File: src/tara_pkg.sv
// Package for the texture atlas rectangle allocator.
// Holds field widths, status and register codes, and the controller/datapath structs.
// Depends on nothing.
`default_nettype none
package tara_pkg;

	localparam int FIELD_W  = 13;
	localparam int LAYER_W  = 3;
	localparam int STATUS_W = 2;
	localparam int CFG_IDX_W = 2;

	localparam logic [STATUS_W-1:0] ST_OK        = 2'd0;
	localparam logic [STATUS_W-1:0] ST_NO_ROOM   = 2'd1;
	localparam logic [STATUS_W-1:0] ST_NOT_FOUND = 2'd2;
	localparam logic [STATUS_W-1:0] ST_BAD_LAYER = 2'd3;

	localparam logic [CFG_IDX_W-1:0] REG_PAGE_WIDTH  = 2'd0;
	localparam logic [CFG_IDX_W-1:0] REG_PAGE_HEIGHT = 2'd1;

	localparam logic [FIELD_W-1:0] PAGE_DIM_RESET = 13'd1024;

	typedef struct packed {
		logic       accept;
		logic       prep;
		logic       open_page;
		logic       page_init;
		logic       note_free;
		logic       rd;
		logic       scan;
		logic       load_reg;
		logic       origin;
		logic [1:0] corner;
		logic       take_cand;
		logic       eval;
		logic       commit;
		logic       load_out;
	} cmd_t;

	typedef struct packed {
		logic is_erase;
		logic layer_bad;
		logic size_ok;
		logic page_open;
		logic lacks_area;
		logic last_page;
		logic can_open;
		logic slot_valid;
		logic cand_ok;
		logic commit_ok;
	} sts_t;

endpackage
`default_nettype wire

File: src/tara_ctrl.sv
// Controller: sequences page, candidate and overlap scans for the allocator.
// Depends on tara_pkg; drives the datapath through cmd_t, reads sts_t.
`default_nettype none
module tara_ctrl #(
	parameter int MAX_PAGES        = 8,
	parameter int REGIONS_PER_PAGE = 16
) (
	input  wire                                  clk,
	input  wire                                  arst_n,
	input  wire                                  req_valid,
	output logic                                 req_ready,
	input  wire                                  rsp_ready,
	output logic                                 rsp_valid,
	input  tara_pkg::sts_t                       sts,
	output tara_pkg::cmd_t                       cmd,
	output logic [$clog2(MAX_PAGES+1)-1:0]       page,
	output logic [((REGIONS_PER_PAGE > 1) ? $clog2(REGIONS_PER_PAGE) : 1)-1:0] slot
);
	import tara_pkg::*;

	localparam int PCW = $clog2(MAX_PAGES + 1);
	localparam int SB  = (REGIONS_PER_PAGE > 1) ? $clog2(REGIONS_PER_PAGE) : 1;
	localparam logic [SB-1:0] SLOT_LAST = SB'(REGIONS_PER_PAGE - 1);

	localparam logic [3:0] S_IDLE   = 4'd0;
	localparam logic [3:0] S_PREP   = 4'd1;
	localparam logic [3:0] S_PAGE   = 4'd2;
	localparam logic [3:0] S_CAND   = 4'd3;
	localparam logic [3:0] S_CWAIT  = 4'd4;
	localparam logic [3:0] S_CORNER = 4'd5;
	localparam logic [3:0] S_SCAN   = 4'd6;
	localparam logic [3:0] S_DRAIN  = 4'd7;
	localparam logic [3:0] S_EVAL   = 4'd8;
	localparam logic [3:0] S_COMMIT = 4'd9;
	localparam logic [3:0] S_FIN    = 4'd10;

	logic [3:0]     state_q, state_d;
	logic [PCW-1:0] page_q, page_d;
	logic [SB-1:0]  c_q, c_d;
	logic [SB-1:0]  s_q, s_d;
	logic [1:0]     k_q, k_d;
	logic           orig_q, orig_d;
	logic           out_valid_q, out_valid_d;
	logic           adv;

	assign req_ready = (state_q == S_IDLE);
	assign rsp_valid = out_valid_q;
	assign page      = page_q;
	assign slot      = (state_q == S_SCAN) ? s_q : c_q;

	always_comb begin
		state_d     = state_q;
		page_d      = page_q;
		c_d         = c_q;
		s_d         = s_q;
		k_d         = k_q;
		orig_d      = orig_q;
		out_valid_d = out_valid_q;
		adv         = 1'b0;
		cmd         = '0;
		cmd.origin  = orig_q;
		cmd.corner  = k_q;
		if (out_valid_q && rsp_ready) begin
			out_valid_d = 1'b0;
		end
		unique case (state_q)
			S_IDLE: begin
				if (req_valid) begin
					cmd.accept = 1'b1;
					state_d    = S_PREP;
				end
			end
			S_PREP: begin
				cmd.prep = 1'b1;
				if (sts.is_erase) begin
					s_d     = '0;
					state_d = sts.layer_bad ? S_FIN : S_SCAN;
				end else if (sts.size_ok) begin
					page_d  = '0;
					state_d = S_PAGE;
				end else begin
					state_d = S_FIN;
				end
			end
			S_PAGE: begin
				if (!sts.page_open) begin
					state_d = S_FIN;
				end else if (sts.lacks_area && !sts.last_page) begin
					page_d = page_q + PCW'(1);
				end else begin
					// room on this page, or last page short of area: open one more if below MAX_PAGES, still try this one
					cmd.open_page = sts.lacks_area && sts.can_open;
					cmd.page_init = 1'b1;
					orig_d        = 1'b1;
					c_d           = '0;
					state_d       = S_CAND;
				end
			end
			S_CAND: begin
				if (orig_q) begin
					k_d     = '0;
					state_d = S_CORNER;
				end else begin
					cmd.note_free = 1'b1;
					if (sts.slot_valid) begin
						cmd.rd  = 1'b1;
						state_d = S_CWAIT;
					end else if (c_q == SLOT_LAST) begin
						state_d = S_COMMIT;
					end else begin
						c_d = c_q + SB'(1);
					end
				end
			end
			S_CWAIT: begin
				cmd.load_reg = 1'b1;
				k_d          = '0;
				state_d      = S_CORNER;
			end
			S_CORNER: begin
				if (sts.cand_ok) begin
					cmd.take_cand = 1'b1;
					s_d           = '0;
					state_d       = S_SCAN;
				end else begin
					adv = 1'b1;
				end
			end
			S_SCAN: begin
				cmd.rd   = 1'b1;
				cmd.scan = 1'b1;
				if (s_q == SLOT_LAST) begin
					state_d = S_DRAIN;
				end else begin
					s_d = s_q + SB'(1);
				end
			end
			S_DRAIN: begin
				state_d = sts.is_erase ? S_FIN : S_EVAL;
			end
			S_EVAL: begin
				cmd.eval = 1'b1;
				adv      = 1'b1;
			end
			S_COMMIT: begin
				if (sts.commit_ok) begin
					cmd.commit = 1'b1;
					state_d    = S_FIN;
				end else begin
					page_d  = page_q + PCW'(1);
					state_d = S_PAGE;
				end
			end
			S_FIN: begin
				if (!out_valid_q || rsp_ready) begin
					cmd.load_out = 1'b1;
					out_valid_d  = 1'b1;
					state_d      = S_IDLE;
				end
			end
			default: begin
				state_d = S_IDLE;
			end
		endcase
		// step to next corner, then next region
		if (adv) begin
			if (orig_q || k_q == 2'd3) begin
				orig_d = 1'b0;
				if (orig_q) begin
					state_d = S_CAND;
				end else if (c_q == SLOT_LAST) begin
					state_d = S_COMMIT;
				end else begin
					c_d     = c_q + SB'(1);
					state_d = S_CAND;
				end
			end else begin
				k_d     = k_q + 2'd1;
				state_d = S_CORNER;
			end
		end
	end

	always_ff @(posedge clk or negedge arst_n) begin
		if (!arst_n) begin
			state_q     <= S_IDLE;
			page_q      <= '0;
			c_q         <= '0;
			s_q         <= '0;
			k_q         <= '0;
			orig_q      <= 1'b0;
			out_valid_q <= 1'b0;
		end else begin
			state_q     <= state_d;
			page_q      <= page_d;
			c_q         <= c_d;
			s_q         <= s_d;
			k_q         <= k_d;
			orig_q      <= orig_d;
			out_valid_q <= out_valid_d;
		end
	end
endmodule
`default_nettype wire

File: config.mk
export PLATFORM = sky130hd
export DESIGN_NAME = tara_ctrl
export DESIGN_NICKNAME = d
export VERILOG_FILES = /design/src/tara_pkg.sv /design/src/tara_ctrl.sv
export SDC_FILE = /design/constraint.sdc
export NUM_CORES = 1
export LEC_CHECK = 0
export BUFFER_PORTS_ARGS = -buffer_cell sky130_fd_sc_hd__buf_2
export CAP_MARGIN = 10
export CORE_UTILIZATION = 53
export DETAILED_ROUTE_END_ITERATION = 16
export GPL_ROUTABILITY_DRIVEN = 1
export HOLD_SLACK_MARGIN = 0.08
export PLACE_DENSITY_LB_ADDON = 0.25
export SYNTH_ARGS = -nofsm -noshare
export SYNTH_HDL_FRONTEND = slang
export SYNTH_SLANG_ARGS = --single-unit
File: constraint.sdc
create_clock -name clk -period 1.95 [get_ports clk]
set_input_delay 0.0975 -clock clk [delete_from_list [all_inputs] [get_ports clk]]
set_output_delay 0.0975 -clock clk [all_outputs]
set_load 0.01 [all_outputs]
==> metrics.md, run 1 <==
| Metric | Value |
|---|---|
| Status | `complete, no violations` |
| Largest net degree at the start of global routing | `21` |
| Worst setup endpoint | `state_q[0]` |
| Post-synthesis sequential area ratio | `0.321` |
| First-pass GRT wire length | `between 6000 and 7000 um` |
| Diode count | `0` |
| Num CTS Buffers | `3` |
| Clk sinks | `20` |
| Core area | `between 2000 and 3000 sq um` |
| CP Class | `reg2reg` |
| Total number of vias | `around 1600` |
| Worst Path Arrival | `2.06 ns` |
| Max Cap Viol | `0` |
| Mux contribution to synthesized area | `0.0192` |
| R2R Setup Slk | `between 0.08 and 0.09 ns` |
| Xor/xnor cell area share of the yosys netlist | `0.0112` |
| Synth warn | `0` |
| Slew margin rel. | `0.667` |
| H-tree depth | `1` |
| DRT antenna net count | `0` |
| Fin area | `approximately 1900 sq um` |
| DR iter-0 viols | `roughly 70` |
| Share of layout cells above drive strength 1 | `0.295` |
| Clock-pin slew on the worst setup and hold paths | `0.11 ns` |
| Synthesized net count | `approximately 210` |
| Input/output buffers | `38` |
| WL per Instance | `between 15 and 20 um` |
| Post-Syn Area | `1560 sq um` |
| Period Utilization, post-route | `0.956` |
| Die area | `3170 sq um` |
| Pwr dens | `approximately 1400 nW/um^2` |
| Largest family of logic cells by synthesized area | `simple AND/OR/NAND/NOR gates` |
| DIE WIDTH | `56.3 um` |
| Crit path max fanout | `11` |
| Post-Synth Simple-Gate Area | `0.346` |
| Crit start category | `register` |
| CP cell instances | `or2_2, nor4_1, nor4_1, a211o_1` |
| Fin Clk Skew | `0.00354 ns` |
| Flops & latches, synth | `20` |
| Hold Path Class | `in2reg` |
| Hold Path Origin | `req_valid` |
| Syn avg cell area | `8.05 sq um` |
| Place WS | `roughly 0.055 ns` |
| Setup WS post-layout | `roughly 0.085 ns` |
| Overall Global Routing Usage | `0.268` |
| FMAX | `~540 MHz` |
| Final Hold Viols | `0` |
| CTS tree | `built` |
| Peak supply drop | `roughly 0.0011 V` |
| Async SR Flop Fraction | `1.00` |
| RSZ-0062 raised after global routing | `false` |
| Number of core rows | `19` |
| Post-DP HPWL | `about 3100 um` |
| CP max-delay cell | `dfrtp_2` |
| I/O pins | `39` |
| Clock Tree Root | `clkbuf_4` |
| Routed WL | `approximately 4200 um` |
| CP dominant cell by count | `nor4_1` |
| Slew Limit Fails | `0` |
| Layout area overhead | `21.8%` |
| Count of cell types in the netlist | `54` |
| Routability cong. | `0.893` |
| LEAKAGE | `0.983 nW` |
| Main synth FF type | `dfrtp_1` |
| Overall power | `~2.7 mW` |
| CP top delay family | `simple AND/OR/NAND/NOR gates` |
| WP data required | `between 2 and 2.5 ns` |
| Initial Util | `0.561` |
| Number of flops mapped to enable cells by yosys | `0` |
| CP Depth | `4` |
| CP bufs+invs | `0` |
| Reg2reg start | `state_q[2]` |
| Drt pass-1 iters | `4` |
| Synth Area in Compound Gates | `0.220` |
| Grt total ovfl | `0` |
| Most frequent cells in the layout | `buf_2, nand2_1, nor2_1, dfrtp_1, buf_4` |
| Vias/cell | `between 6 and 7` |
| Cell count after synthesis | `approximately 190` |
| Number of global-route vias before repair | `1576` |
| Actual slew at the worst max-slew pin | `0.495 ns` |
| Adder-cell share of the synthesized area | `0.0321` |
| Crit. Startpoint | `state_q[2]` |
| Clk_lat worst skew | `around 0.30 ns` |
| Post-route setup TNS | `0 ns` |
| Nets | `261` |
| Max clock buf depth | `2` |
| R2R depth | `4` |
| Initial antenna violation count | `0` |
| Crit-path max cell delay | `0.51 ns` |
| DRC | `0` |
| Worst setup EP type | `register` |
| Setup violations, final | `0` |
| Leading cell type in the layout, fill and taps excluded | `buf_2` |
| Tmin final | `about 1.9 ns` |
| Placed inst area | `between 1500 and 2000 sq um` |
| Die Height | `approximately 56 um` |
| Worst r2r dst | `state_q[0]` |
| Final Hold Slack | `roughly 0.1 ns` |
-- cell families (layout without fill, tap and decap cells) --
| group | after synthesis | after routing |
|---|---|---|
| AO/OA/AOI/OAI | 47 | 47 |
| buffers and inverters | 18 | 65 |
| AND/OR/NAND/NOR | 100 | 100 |
| multiplexers | 3 | 3 |
| XOR/XNOR | 2 | 2 |
| adder cells (fa/ha/maj) | 4 | 4 |
| flip-flops | 20 | 20 |
-- worst min-delay path: stages --
cell and delay (ns):
buf_2 0.08, nor4_1 0.06, a21oi_1 0.12
-- final cells by class --
type,instances,area (sq um)
multi-input combinational,156,988
fill,223,880
sequential,20,505
timing repair buffer,55,320
tap,31,38.8
inverter,7,26.3
clock buffer,3,22.5
-- metrics by stage --
stage | utilization | cells
6_report | 0.684 | 272
5_1_grt | 0.684 | 272
4_1_cts | 0.676 | 270
3_5_place_dp | 0.662 | 266
3_3_place_gp | 0.662 | 266
2_1_floorplan | - | 194
-- state kept, by name (all words and copies together) (netlist names) --
name	count
orig_q	1
rsp_valid	1
state_q	4
c_q	4
page	4
k_q	2
s_q	4
-- worst min-delay path by stage --
stage,end,cells past startpoint
after detailed placement,c_q[2],1
after floorplan,c_q[0],0
after global routing,state_q[1],3
after CTS,state_q[1],3
final,state_q[1],3
after global placement,c_q[2],1
-- repair_timing --
item / 4_1_cts / 5_1_grt
hold buffers: 1 / 0
setup buffers: 0 / 2
pin swaps: 0 / 1
gates resized for setup: 3 / 4
setup endpoints to repair: 2 / 6
endpoints found under the hold margin: 20 / 0
-- cells in the mapped netlist, drive strengths merged, types with 5 or more instances --
library cell / number / area, sq um
a21o: 5 / 37.5
a21oi: 10 / 50.1
and3: 6 / 37.5
buf: 6 / 35.0
clkbuf: 5 / 18.8
dfrtp: 20 / 500
inv: 7 / 26.3
nand2: 28 / 105
nand2b: 9 / 58.8
nand3: 7 / 40.0
nor2: 17 / 63.8
nor3: 8 / 40.0
o21ai: 7 / 35.0
-- metal layers --
metal  global-route usage  vias to the layer above  wire length (um)
met2                0.440                       69              2020
li1                     -                      801                 -
met4                0.139                        0                52
met3               0.0300                        5               249
met1                0.348                      766              1840
met5                    0                        -                 0
-- where the power goes --
group          switching (mW)  total [mW]  internal, mW
logic                   0.898        1.64         0.747
registers               0.265       0.849         0.585
clock network           0.126       0.198        0.0722
total                    1.29        2.69          1.40
(Power assumes the default switching activity.)
==> inputs of run 2 (changes only) <==
Clock period 1.95 ns to 1.8 ns, I/O delays scaled along.
==> run 2 against run 1 <==
The run now ends with setup timing left. Highest routed layer unchanged. Clock skew about the same. Worst setup slack got worse by 0.094 ns. Global-route usage grew 0.71 points. Combinational power increased by 21%. Power increased by 16%. Utilization is 4.4 points higher. Die area did not move. Via count up 2.9%. Largest cell class unchanged. Flip-flop and latch count unchanged.
==> metrics.md, run 2 (synthesized netlist as in run 1, its figures left out) <==
| Metric | Value |
|---|---|
| CP cell instances | `nor2b_4, buf_4, a32oi_2, nand3_2, or4_1, nand3_1` |
| Worst setup EP type | `register` |
| DR iter-0 viols | `around 80` |
| Drt pass-1 iters | `5` |
| Worst Path Arrival | `approximately 2.1 ns` |
| Die area | `roughly 3200 sq um` |
| Nets | `between 200 and 300` |
| DIE WIDTH | `~56 um` |
| Number of global-route vias before repair | `1604` |
| Max clock buf depth | `2` |
| Most frequent cells in the layout | `buf_2, nand2_1, buf_4` |
| Tmin final | `between 1.5 and 2 ns` |
| Sw power | `1.46 mW` |
| Clk sinks | `20` |
| Hold Path Class | `in2reg` |
| CTS tree | `built` |
| DRT antenna net count | `0` |
| Routability cong. | `0.905` |
| Layout Utilization | `0.727` |
| Period Utilization, post-route | `1.00` |
| Combinational cell fraction of total power | `0.630` |
| Dpl cells | `271` |
| Crit. Startpoint | `state_q[1]` |
| Hold Path Origin | `rsp_ready` |
| Clock-pin slew on the worst setup and hold paths | `0.13 ns` |
| P_int | `approximately 1.7 mW` |
| Overall Global Routing Usage | `0.275` |
| Multi-input gate area in the final layout | `1010 sq um` |
| Total number of vias | `between 1500 and 2000` |
| Clock Tree Root | `clkbuf_4` |
| Largest net degree at the start of global routing | `21` |
| Routed WL | `~4300 um` |
| Fin cells | `between 200 and 300` |
| Post-DP HPWL | `around 3200 um` |
| Initial Util | `0.561` |
| Reg2reg start | `state_q[1]` |
| Max Cap Viol | `0` |
| Storage cell area | `just over 500 sq um` |
| Number of core rows | `19` |
| WL per Instance | `approximately 15 um` |
| Setup WS post-layout | `-0.00893 ns` |
| Peak supply drop | `between 0.001 and 0.0015 V` |
| Crit path max fanout | `6` |
| Slew Limit Fails | `0` |
| Fin area | `roughly 2000 sq um` |
| Num CTS Buffers | `3` |
| Sequential share of power | `0.280` |
| Grt total ovfl | `0` |
| Final Hold Viols | `0` |
| FMAX | `553 MHz` |
| R2R Setup Slk | `-0.009 ns` |
| Die Height | `roughly 56 um` |
| Pwr dens | `roughly 1500 nW/um^2` |
| CP bufs+invs | `1` |
| Switch share | `0.466` |
| DRC | `0` |
| RSZ-0062 raised after global routing | `true` |
| Clk pwr share | `0.090` |
| Diode count | `0` |
| Placed inst area | `1890 sq um` |
| Worst setup endpoint | `page[3]` |
| Clk_lat worst skew | `0.32 ns` |
| LEAKAGE | `approximately 1.1 nW` |
| Layout area overhead | `29.6%` |
| Slew margin rel. | `0.687` |
| CP top delay family | `simple AND/OR/NAND/NOR gates` |
| I/O pins | `39` |
| Share of layout cells above drive strength 1 | `0.335` |
| Leading cell type in the layout, fill and taps excluded | `buf_2` |
| Failing checks | `setup timing` |
| Worst r2r dst | `page[3]` |
| WP data required | `2.06 ns` |
| R2R depth | `6` |
| Crit start category | `register` |
| First-pass GRT wire length | `about 7000 um` |
| H-tree depth | `1` |
| CP max-delay cell | `or4_1` |
| CP Depth | `6` |
| Crit-path max cell delay | `around 0.5 ns` |
| Setup violations, final | `2` |
| CP Class | `reg2reg` |
| Vias/cell | `between 5 and 6` |
| Actual slew at the worst max-slew pin | `0.465 ns` |
| Fin Clk Skew | `0.00394 ns` |
| Status | `finished with violations` |
| Fill cells | `between 200 and 250` |
| Initial antenna violation count | `0` |
| Core area | `2780 sq um` |
| Input/output buffers | `38` |
-- run 2: changes by cell type in the layout (fill, tap and decap cells not counted), sizes merged --
| cell | delta |
|---|---|
| dlygate4sd3 | +1 |
| buf | +7 |
| clkbuf | +1 |
| dlymetal6s2s | +1 |
-- run 2: worst reg2reg max path: cells and delay by family (launching register included) --
family | cells | cell delay (ns)
and+or+nand+nor | 4 | 0.88
DFF | 1 | 0.48
AOI/OAI and AO/OA | 1 | 0.27
buffers and inverters | 1 | 0.14
-- run 2: what timing repair did --
item | CTS | global route
endpoints found under the hold margin | 21 | 0
gates resized for setup | 6 | 9
cloned | 0 | 0
buffers inserted | 0 | 5
hold buffers | 2 | 0
pin swaps | 0 | 1
setup endpoints to repair | 3 | 13
-- run 2: worst min-delay path by stage --
| stage | to | cells after the start |
|---|---|---|
| 2_1_floorplan | c_q[0] | 0 |
| 3_3_place_gp | c_q[2] | 1 |
| 3_5_place_dp | c_q[2] | 1 |
| 4_1_cts | rsp_valid | 3 |
| 5_1_grt | rsp_valid | 3 |
| 6_report | rsp_valid | 3 |
-- run 2: layout make-up --
cell class	count	share of cell area
Multi-Input combinational cell	156	0.498
Sequential cell	20	0.250
Timing Repair Buffer	64	0.202
Tap cell	31	0.0192
Clock buffer	4	0.0179
Inverter	7	0.0130
-- run 2: metal layers --
metal,up-vias,global-route usage,routed length (um)
li1,827,-,-
met1,780,0.356,1860
met2,71,0.464,2050
met3,11,0.0323,275
met4,0,0.118,87
met5,-,0,0
-- run 2: power groups by stage --
| stage | clock network, mW | registers [mW] | logic [mW] |
|---|---|---|---|
| 2_1_floorplan | 0 | 0.811 | 1.25 |
| 3_3_place_gp | 0 | 0.863 | 1.77 |
| 3_5_place_dp | 0 | 0.874 | 1.81 |
| 4_1_cts | 0.287 | 0.876 | 1.83 |
| 5_1_grt | 0.303 | 0.904 | 2.17 |
| 6_report | 0.281 | 0.878 | 1.98 |
-- run 2: metrics by stage --
stage	hold slack (ns)	setup TNS [ns]	setup slack (ns)	total power [mW]
4_1_cts	0.100	0	0.00251	2.99
6_report	0.0974	-0.00982	-0.00893	3.13
3_5_place_dp	0.0798	-0.0250	-0.0250	2.68
5_1_grt	0.110	-0.256	-0.0587	3.38
2_1_floorplan	-0.206	0	0.128	2.06
3_3_place_gp	0.0692	-0.0600	-0.0600	2.63
